$ cat config.mk
export PLATFORM = sky130hd
export DESIGN_NAME = pattern_match_locator
export DESIGN_NICKNAME = d
export VERILOG_FILES = /design/src/pml_pkg.sv /design/src/pattern_match_locator.sv
export SDC_FILE = /design/constraint.sdc
export NUM_CORES = 1
export LEC_CHECK = 0
export BUFFER_PORTS_ARGS = -buffer_cell sky130_fd_sc_hd__buf_2
export CORE_ASPECT_RATIO = 1.75
export CORE_MARGIN = 2
export CORE_UTILIZATION = 62
export CTS_CLUSTER_SIZE = 25
export DETAILED_ROUTE_END_ITERATION = 16
export PLACE_DENSITY = 0.91
export SLEW_MARGIN = 15
export SYNTH_ARGS = -nofsm -noshare
export SYNTH_HDL_FRONTEND = slang
export SYNTH_SLANG_ARGS = --single-unit
$ cat constraint.sdc
create_clock -name clk -period 22.2 [get_ports clk]
set_clock_uncertainty 0.15 [all_clocks]
set_input_delay 1.11 -clock clk [delete_from_list [all_inputs] [get_ports clk]]
set_output_delay 1.11 -clock clk [all_outputs]
set_load 0.01 [all_outputs]
$ cat src/pml_pkg.sv
// Shared types and constants for the pattern match locator.
// No dependencies; used by the top level and its port checker.
package pml_pkg;

  typedef logic [7:0]  byte_t;
  typedef logic [31:0] count_t;
  typedef logic [63:0] cfg_word_t;

  localparam int unsigned CFG_IDX_W = 2;
  typedef logic [CFG_IDX_W-1:0] cfg_idx_t;

  // Configuration register indexes
  localparam cfg_idx_t REG_PATTERN_LOW    = 2'd0;
  localparam cfg_idx_t REG_PATTERN_HIGH   = 2'd1;
  localparam cfg_idx_t REG_PATTERN_LENGTH = 2'd2;

  localparam int unsigned PAT_LEN_W     = 5;
  localparam int unsigned PAT_BYTES_MAX = 16;

  localparam byte_t  NEWLINE_BYTE = 8'h0A;
  localparam count_t COUNT_SAT    = 32'hFFFF_FFFF;

endpackage

$ cat src/pattern_match_locator.sv
// Streaming non-overlapping substring search: one text byte in, at most one match out.
// Depends on pml_pkg.
//
// Takes one text byte per cycle with no bubbles unless the result register is full and
// not being taken. A byte sits in an input register, where the window of recent bytes is
// compared against the pattern and the counters are updated; a match goes on to the
// result register. The single compare stage between these two registers sets the rate.
// Output backpressure stalls the input only when the result register is full and not
// being taken. The configuration port never stalls; write it only while no item is in
// flight.
module pattern_match_locator #(
  parameter int unsigned MAX_PATTERN_BYTES = 16
) (
  input  logic                clk,
  input  logic                rst_n,
  // configuration
  input  logic                cfg_valid,
  output logic                cfg_ready,
  input  pml_pkg::cfg_idx_t   cfg_index,
  input  pml_pkg::cfg_word_t  cfg_data,
  // text in
  input  logic                in_valid,
  output logic                in_ready,
  input  pml_pkg::byte_t      in_text_byte,
  input  logic                in_end_of_text,
  // matches out
  output logic                out_valid,
  input  logic                out_ready,
  output pml_pkg::count_t     out_match_start,
  output pml_pkg::count_t     out_match_end,
  output pml_pkg::count_t     out_line_number,
  output pml_pkg::count_t     out_match_index
);
  import pml_pkg::*;

  localparam int unsigned IW = (MAX_PATTERN_BYTES > 1) ? $clog2(MAX_PATTERN_BYTES) : 1;
  localparam int unsigned CW = $clog2(MAX_PATTERN_BYTES + 1);
  localparam logic [PAT_LEN_W-1:0] LEN_MAX = PAT_LEN_W'(MAX_PATTERN_BYTES);

  // configuration registers
  cfg_word_t            pat_low_r, pat_high_r;
  logic [PAT_LEN_W-1:0] pat_len_r;

  // input register
  logic  s1_valid_r;
  byte_t s1_byte_r;
  logic  s1_last_r;

  // per-text state
  byte_t          recent_r [MAX_PATTERN_BYTES];
  count_t         byte_pos_r;
  count_t         nl_total_r;
  logic [IW-1:0]  holdoff_r;
  count_t         matches_r;

  // result register
  logic   out_valid_r;
  count_t start_r, end_r, line_r, index_r;

  // datapath signals
  byte_t                win [MAX_PATTERN_BYTES];
  logic [127:0]         pat_all;
  logic [PAT_LEN_W-1:0] len_eff;
  logic [32:0]          end33, start33;
  logic                 long_enough, blocked, all_eq, hit, s1_go;
  logic [CW-1:0]        nl_in_match;
  logic [IW-1:0]        sel;
  byte_t                tb;
  count_t               nl_total_nxt, line_nxt, start_nxt, end_nxt;

  assign cfg_ready = 1'b1;

  // handshakes: the stage moves when the result register is free or being drained
  assign s1_go    = s1_valid_r && (!out_valid_r || out_ready);
  assign in_ready = !s1_valid_r || s1_go;

  // window and compare
  always_comb begin
    pat_all = {pat_high_r, pat_low_r};
    win[0]  = s1_byte_r;
    for (int j = 1; j < MAX_PATTERN_BYTES; j++) begin
      win[j] = recent_r[j-1];
    end

    if (pat_len_r == '0) begin
      len_eff = PAT_LEN_W'(1);
    end else if (pat_len_r > LEN_MAX) begin
      len_eff = LEN_MAX;
    end else begin
      len_eff = pat_len_r;
    end

    end33       = {1'b0, byte_pos_r} + 33'd1;
    start33     = end33 - 33'(len_eff);
    long_enough = end33 >= 33'(len_eff);
    blocked     = holdoff_r != '0;

    // pattern byte i lines up with window entry len-1-i
    all_eq      = 1'b1;
    nl_in_match = '0;
    sel         = '0;
    tb          = '0;
    for (int i = 0; i < MAX_PATTERN_BYTES; i++) begin
      if (PAT_LEN_W'(i) < len_eff) begin
        sel = IW'(int'(len_eff) - 1 - i);
        tb  = win[sel];
        if (tb != pat_all[i*8 +: 8]) begin
          all_eq = 1'b0;
        end
        if (tb == NEWLINE_BYTE) begin
          nl_in_match = nl_in_match + CW'(1);
        end
      end
    end

    hit = s1_valid_r && !blocked && long_enough && all_eq;

    if (s1_byte_r == NEWLINE_BYTE && nl_total_r != COUNT_SAT) begin
      nl_total_nxt = nl_total_r + 32'd1;
    end else begin
      nl_total_nxt = nl_total_r;
    end

    // newlines inside the match do not count toward the line
    line_nxt  = (nl_total_nxt == COUNT_SAT) ? COUNT_SAT : nl_total_nxt - 32'(nl_in_match);
    start_nxt = start33[32] ? COUNT_SAT : start33[31:0];
    end_nxt   = end33[32] ? COUNT_SAT : end33[31:0];
  end

  // configuration writes
  always_ff @(posedge clk) begin
    if (!rst_n) begin
      pat_low_r  <= '0;
      pat_high_r <= '0;
      pat_len_r  <= PAT_LEN_W'(1);
    end else if (cfg_valid && cfg_ready) begin
      unique case (cfg_index)
        REG_PATTERN_LOW:    pat_low_r  <= cfg_data;
        REG_PATTERN_HIGH:   pat_high_r <= cfg_data;
        REG_PATTERN_LENGTH: pat_len_r  <= cfg_data[PAT_LEN_W-1:0];
        default: ;
      endcase
    end
  end

  // input register
  always_ff @(posedge clk) begin
    if (!rst_n) begin
      s1_valid_r <= 1'b0;
    end else if (in_ready) begin
      s1_valid_r <= in_valid;
    end
    if (in_ready && in_valid) begin
      s1_byte_r <= in_text_byte;
      s1_last_r <= in_end_of_text;
    end
  end

  // byte history; only entries inside the current length are ever compared
  always_ff @(posedge clk) begin
    if (s1_go) begin
      recent_r[0] <= s1_byte_r;
      for (int j = 1; j < MAX_PATTERN_BYTES; j++) begin
        recent_r[j] <= recent_r[j-1];
      end
    end
  end

  // per-text counters, cleared after the last byte
  always_ff @(posedge clk) begin
    if (!rst_n) begin
      byte_pos_r <= '0;
      nl_total_r <= '0;
      holdoff_r  <= '0;
      matches_r  <= '0;
    end else if (s1_go) begin
      if (s1_last_r) begin
        byte_pos_r <= '0;
        nl_total_r <= '0;
        holdoff_r  <= '0;
        matches_r  <= '0;
      end else begin
        byte_pos_r <= (byte_pos_r == COUNT_SAT) ? COUNT_SAT : byte_pos_r + 32'd1;
        nl_total_r <= nl_total_nxt;
        if (blocked) begin
          holdoff_r <= holdoff_r - IW'(1);
        end else if (hit) begin
          holdoff_r <= IW'(len_eff - PAT_LEN_W'(1));
        end
        if (hit && matches_r != COUNT_SAT) begin
          matches_r <= matches_r + 32'd1;
        end
      end
    end
  end

  // result register
  always_ff @(posedge clk) begin
    if (!rst_n) begin
      out_valid_r <= 1'b0;
    end else if (s1_go) begin
      out_valid_r <= hit;
    end else if (out_ready) begin
      out_valid_r <= 1'b0;
    end
    if (s1_go && hit) begin
      start_r <= start_nxt;
      end_r   <= end_nxt;
      line_r  <= line_nxt;
      index_r <= matches_r;
    end
  end

  assign out_valid       = out_valid_r;
  assign out_match_start = start_r;
  assign out_match_end   = end_r;
  assign out_line_number = line_r;
  assign out_match_index = index_r;

endmodule

==> impl_metrics.yaml <==
clocking:
  clk_pin_slew_ns: 0.07
  tritoncts: "done"
  cts_max_path_buffers: 3
  clk_latency_ns: 0.60
  post_cts_resized: 0
  clock-sinks: 492
  numCtsBuffers: 47
  htree_levels: 2
  cts_root_buffer: "clkbuf_16"
  post-cts-setup-buffers: 0
  postCtsHoldBufs: 0
place:
  port_buffers: 209
  place_inst: 3897
  dpl.hpwl_um: 81400
  dpl-instance-area_um2: 33100
  gp_routability_congestion: 1.05
critical_path:
  end_kind: "register"
  regToRegSetupSlack_ns: 3.85
  critPathSlowestCell: "clkinv_1"
  rr_worst_depth: 64
  cp_max_fo: 54
  rr_startpoint: "pat_len_r[4]"
  reg2reg_to: "out_line_number[30]"
  crit_path_frequent_cell: "ha_1"
  arrival_ns: 18.51
  slowest_delay_ns: 0.69
  critPathKind: "reg2reg"
  critPathLaunchType: "register"
  crit_required_ns: 22.37
final_layout:
  layout-drive-gt1-share_pct: 17.6
  fin_util_pct: 68.8
  fin_area_um2: 34700
  antennaDiodeCount: 0
  fin_cells: 3985
  nNetsFinal: 3403
  syn_to_final_growth_pct: 9.84
  fill_cells: 3719
power_and_ir_drop:
  cellPowerDensity_nw_per_um2: 63.4
  p_leak_nw: 13.0
  pwr-share-comb_pct: 16.2
  swShare_pct: 27.8
  clkPwrFrac_pct: 39.3
  p_seq_share_pct: 44.5
  internal_power_mw: 1.59
  switchingPower_uw: 612
  ir_worst_vdd_mv: 0.0658
sta:
  grt_setup_unrepaired: "false"
  setup_viol: 0
  period_minus_slack_ns: 18.35
  fmax_mhz: 54.5
  whs_ns: 0.316
  slew_headroom_pct: 20.8
  worst_pin_slew_ns: 1.18
  hold_viol_final: 0
  slew_violations: 0
  finalSetupTns_ns: 0
  fin_crit_sh_pct: 82.7
floorplanning:
  die_h_um: 303
  chipWidth_um: 175
  core_um2: 50500
  initial_core_util_pct: 62.6
  io_pins: 211
  dieArea_um2: 52900
  rows: 109
min_path:
  whs_path_depth: 2
  hp-class: "reg2reg"
  min_to: "pat_low_r[28]"
  hp-start: "pat_low_r[28]"
synthesis:
  synth_edf_count: 257
  synth_flop_cell: "edfxtp_1"
  ys_seq_area_share_pct: 39.3
  synth_top_family_by_area: "simple AND/OR/NAND/NOR gates"
  synthCells: 3165
  synthDominantCellAreaShare_pct: 24.4
  synthesis.area_um2: 31600
  yosys.area.top_type: "edfxtp_1"
  synth_compound_area_share_pct: 11.4
  async_flop_share_pct: 0
  yosys.area_share.xor_xnor_pct: 9.39
  ys_ff_latch: 492
  syn-num-nets: 3288
  ys_types: 99
  synthSimpleGateAreaFrac_pct: 19.2
  synth_fa_ha_area_share_pct: 1.81
  yosys-top-cells-area: "edfxtp_1 (24%), dfxtp_1 (15%), mux4_2 (12%), nand2_1 (6.8%), xnor2_1 (4.6%)"
  synth.avg_cell_area_um2: 9.99
  synth_common_cells: "nand2_1 (571), edfxtp_1 (257), dfxtp_1 (235)"
  muxShareOfSynthArea_pct: 15.4
  synth_most_common_cell: "nand2_1"
  yosys_warnings: 0
route:
  vias: 26773
  wire_per_inst_um: 27.5
  postRouteAntennaNets: 0
  drt_iter0_markers: 2965
  via_per_inst: 6.72
  drc: 0
  routed_wl_um: 109000
  drt-pass1-iter-count: 6
global_routing:
  overflow: 0
  antenna_found_initial: 2
  grt_pass1_wl_um: 162000
  grt_start_max_net_pins: 83
  grtUsageTotal_pct: 41.1
  grt_pass1_vias: 26176
run:
  max_cap_violations: 0
status:
  status: "complete, no violations"
## final cells by class
class | instances | area (um2) | share of cell area (%)
Sequential cell | 492 | 12400 | 35.8
Inverter | 63 | 249 | 0.717
Multi-Input combinational cell | 2416 | 18200 | 52.3
Clock buffer | 61 | 1240 | 3.57
Timing Repair Buffer | 260 | 1430 | 4.12
Clock inverter | 27 | 385 | 1.11
Tap cell | 666 | 833 | 2.40
## sequential cells by signal, indices dropped and copies added, names as in the netlist
| register | cells |
|---|---|
| out_match_start | 32 |
| s1_byte_r | 8 |
| s1_valid_r | 1 |
| pat_low_r | 64 |
| pat_high_r | 64 |
| out_match_index | 32 |
| holdoff_r | 4 |
| out_match_end | 32 |
| pat_len_r | 5 |
| s1_last_r | 1 |
| out_line_number | 32 |
| matches_r | 32 |
| out_valid | 1 |
| byte_pos_r | 32 |
| nl_total_r | 32 |
| recent_r | 120 |
## worst max-delay path by stage
stage / start / end / slack [ns]
6_report: pat_len_r[4] / out_line_number[30] / 3.85
5_1_grt: pat_len_r[4] / out_line_number[30] / 2.65
4_1_cts: pat_len_r[4] / out_line_number[30] / 4.02
3_5_place_dp: pat_len_r[4] / out_line_number[27] / 4.09
3_3_place_gp: pat_len_r[4] / out_line_number[27] / 4.47
2_1_floorplan: pat_len_r[4] / out_line_number[27] / 6.73
## power groups by stage
stage | clock (mW) | combinational (mW) | sequential [mW]
4_1_cts | 0.869 | 0.349 | 0.978
6_report | 0.865 | 0.357 | 0.979
3_3_place_gp | 0 | 0.343 | 0.999
5_1_grt | 0.898 | 0.373 | 0.979
3_5_place_dp | 0 | 0.347 | 0.999
2_1_floorplan | 0 | 0.239 | 0.994
## routing by layer
layer | vias to the layer above | part of all wire [%] | GRT usage [%] | wire length, um
met1 | 12948 | 32 | 42.2 | 34900
met5 | - | 0.012 | 0 | 13
met2 | 1542 | 50 | 71.4 | 54200
li1 | 11826 | - | - | -
met4 | 2 | 11 | 37.5 | 12200
met3 | 455 | 7.4 | 6.77 | 8080
## layout by cell type, fill, tap and decap left out, drive strengths merged, types with 13 or more instances in the layout
cell type and n:
a21boi 140, ha 41, mux4 165, nor2b 80
xor2 137, nor2 143, inv 66, nor3 64
a21oi 69, or4 15, clkinv 13, and3 55
and4 13, or3 36, a22oi 75, o21ai 86
a211oi 16, xnor2 177, edfxtp 257, dfxtp 235
and2 31, a31oi 46, o211ai 15, buf 260
nand4 56, nand2 572, nor4 39, nand2b 22
clkbuf 61, mux2i 100, nand3 78
## through the flow
stage / setup slack, ns / power (mW)
4_1_cts: 4.02 / 2.20
2_1_floorplan: 6.73 / 1.23
6_report: 3.85 / 2.20
5_1_grt: 2.65 / 2.25
3_3_place_gp: 4.47 / 1.34
3_5_place_dp: 4.09 / 1.35
## critical path, delay by kind of cell (launching register included)
family / cells / cell delay (ns)
flops: 1 / 0.67
xor+xnor: 5 / 0.97
fa+ha+maj: 13 / 4.27
buf+inv: 8 / 2.98
mux: 3 / 0.94
simple gates: 19 / 4.75
compound gates: 16 / 3.23
## kinds of logic after synthesis
logic type,count (synthesis)
DFF,492
other,1
and+or+nand+nor,1246
AOI/OAI and AO/OA,528
buffers and inverters,257
muxes,277
xor gates and xnor gates,319
adders and majority gates,45
No activity file was read; power rests on OpenSTA's default activity.
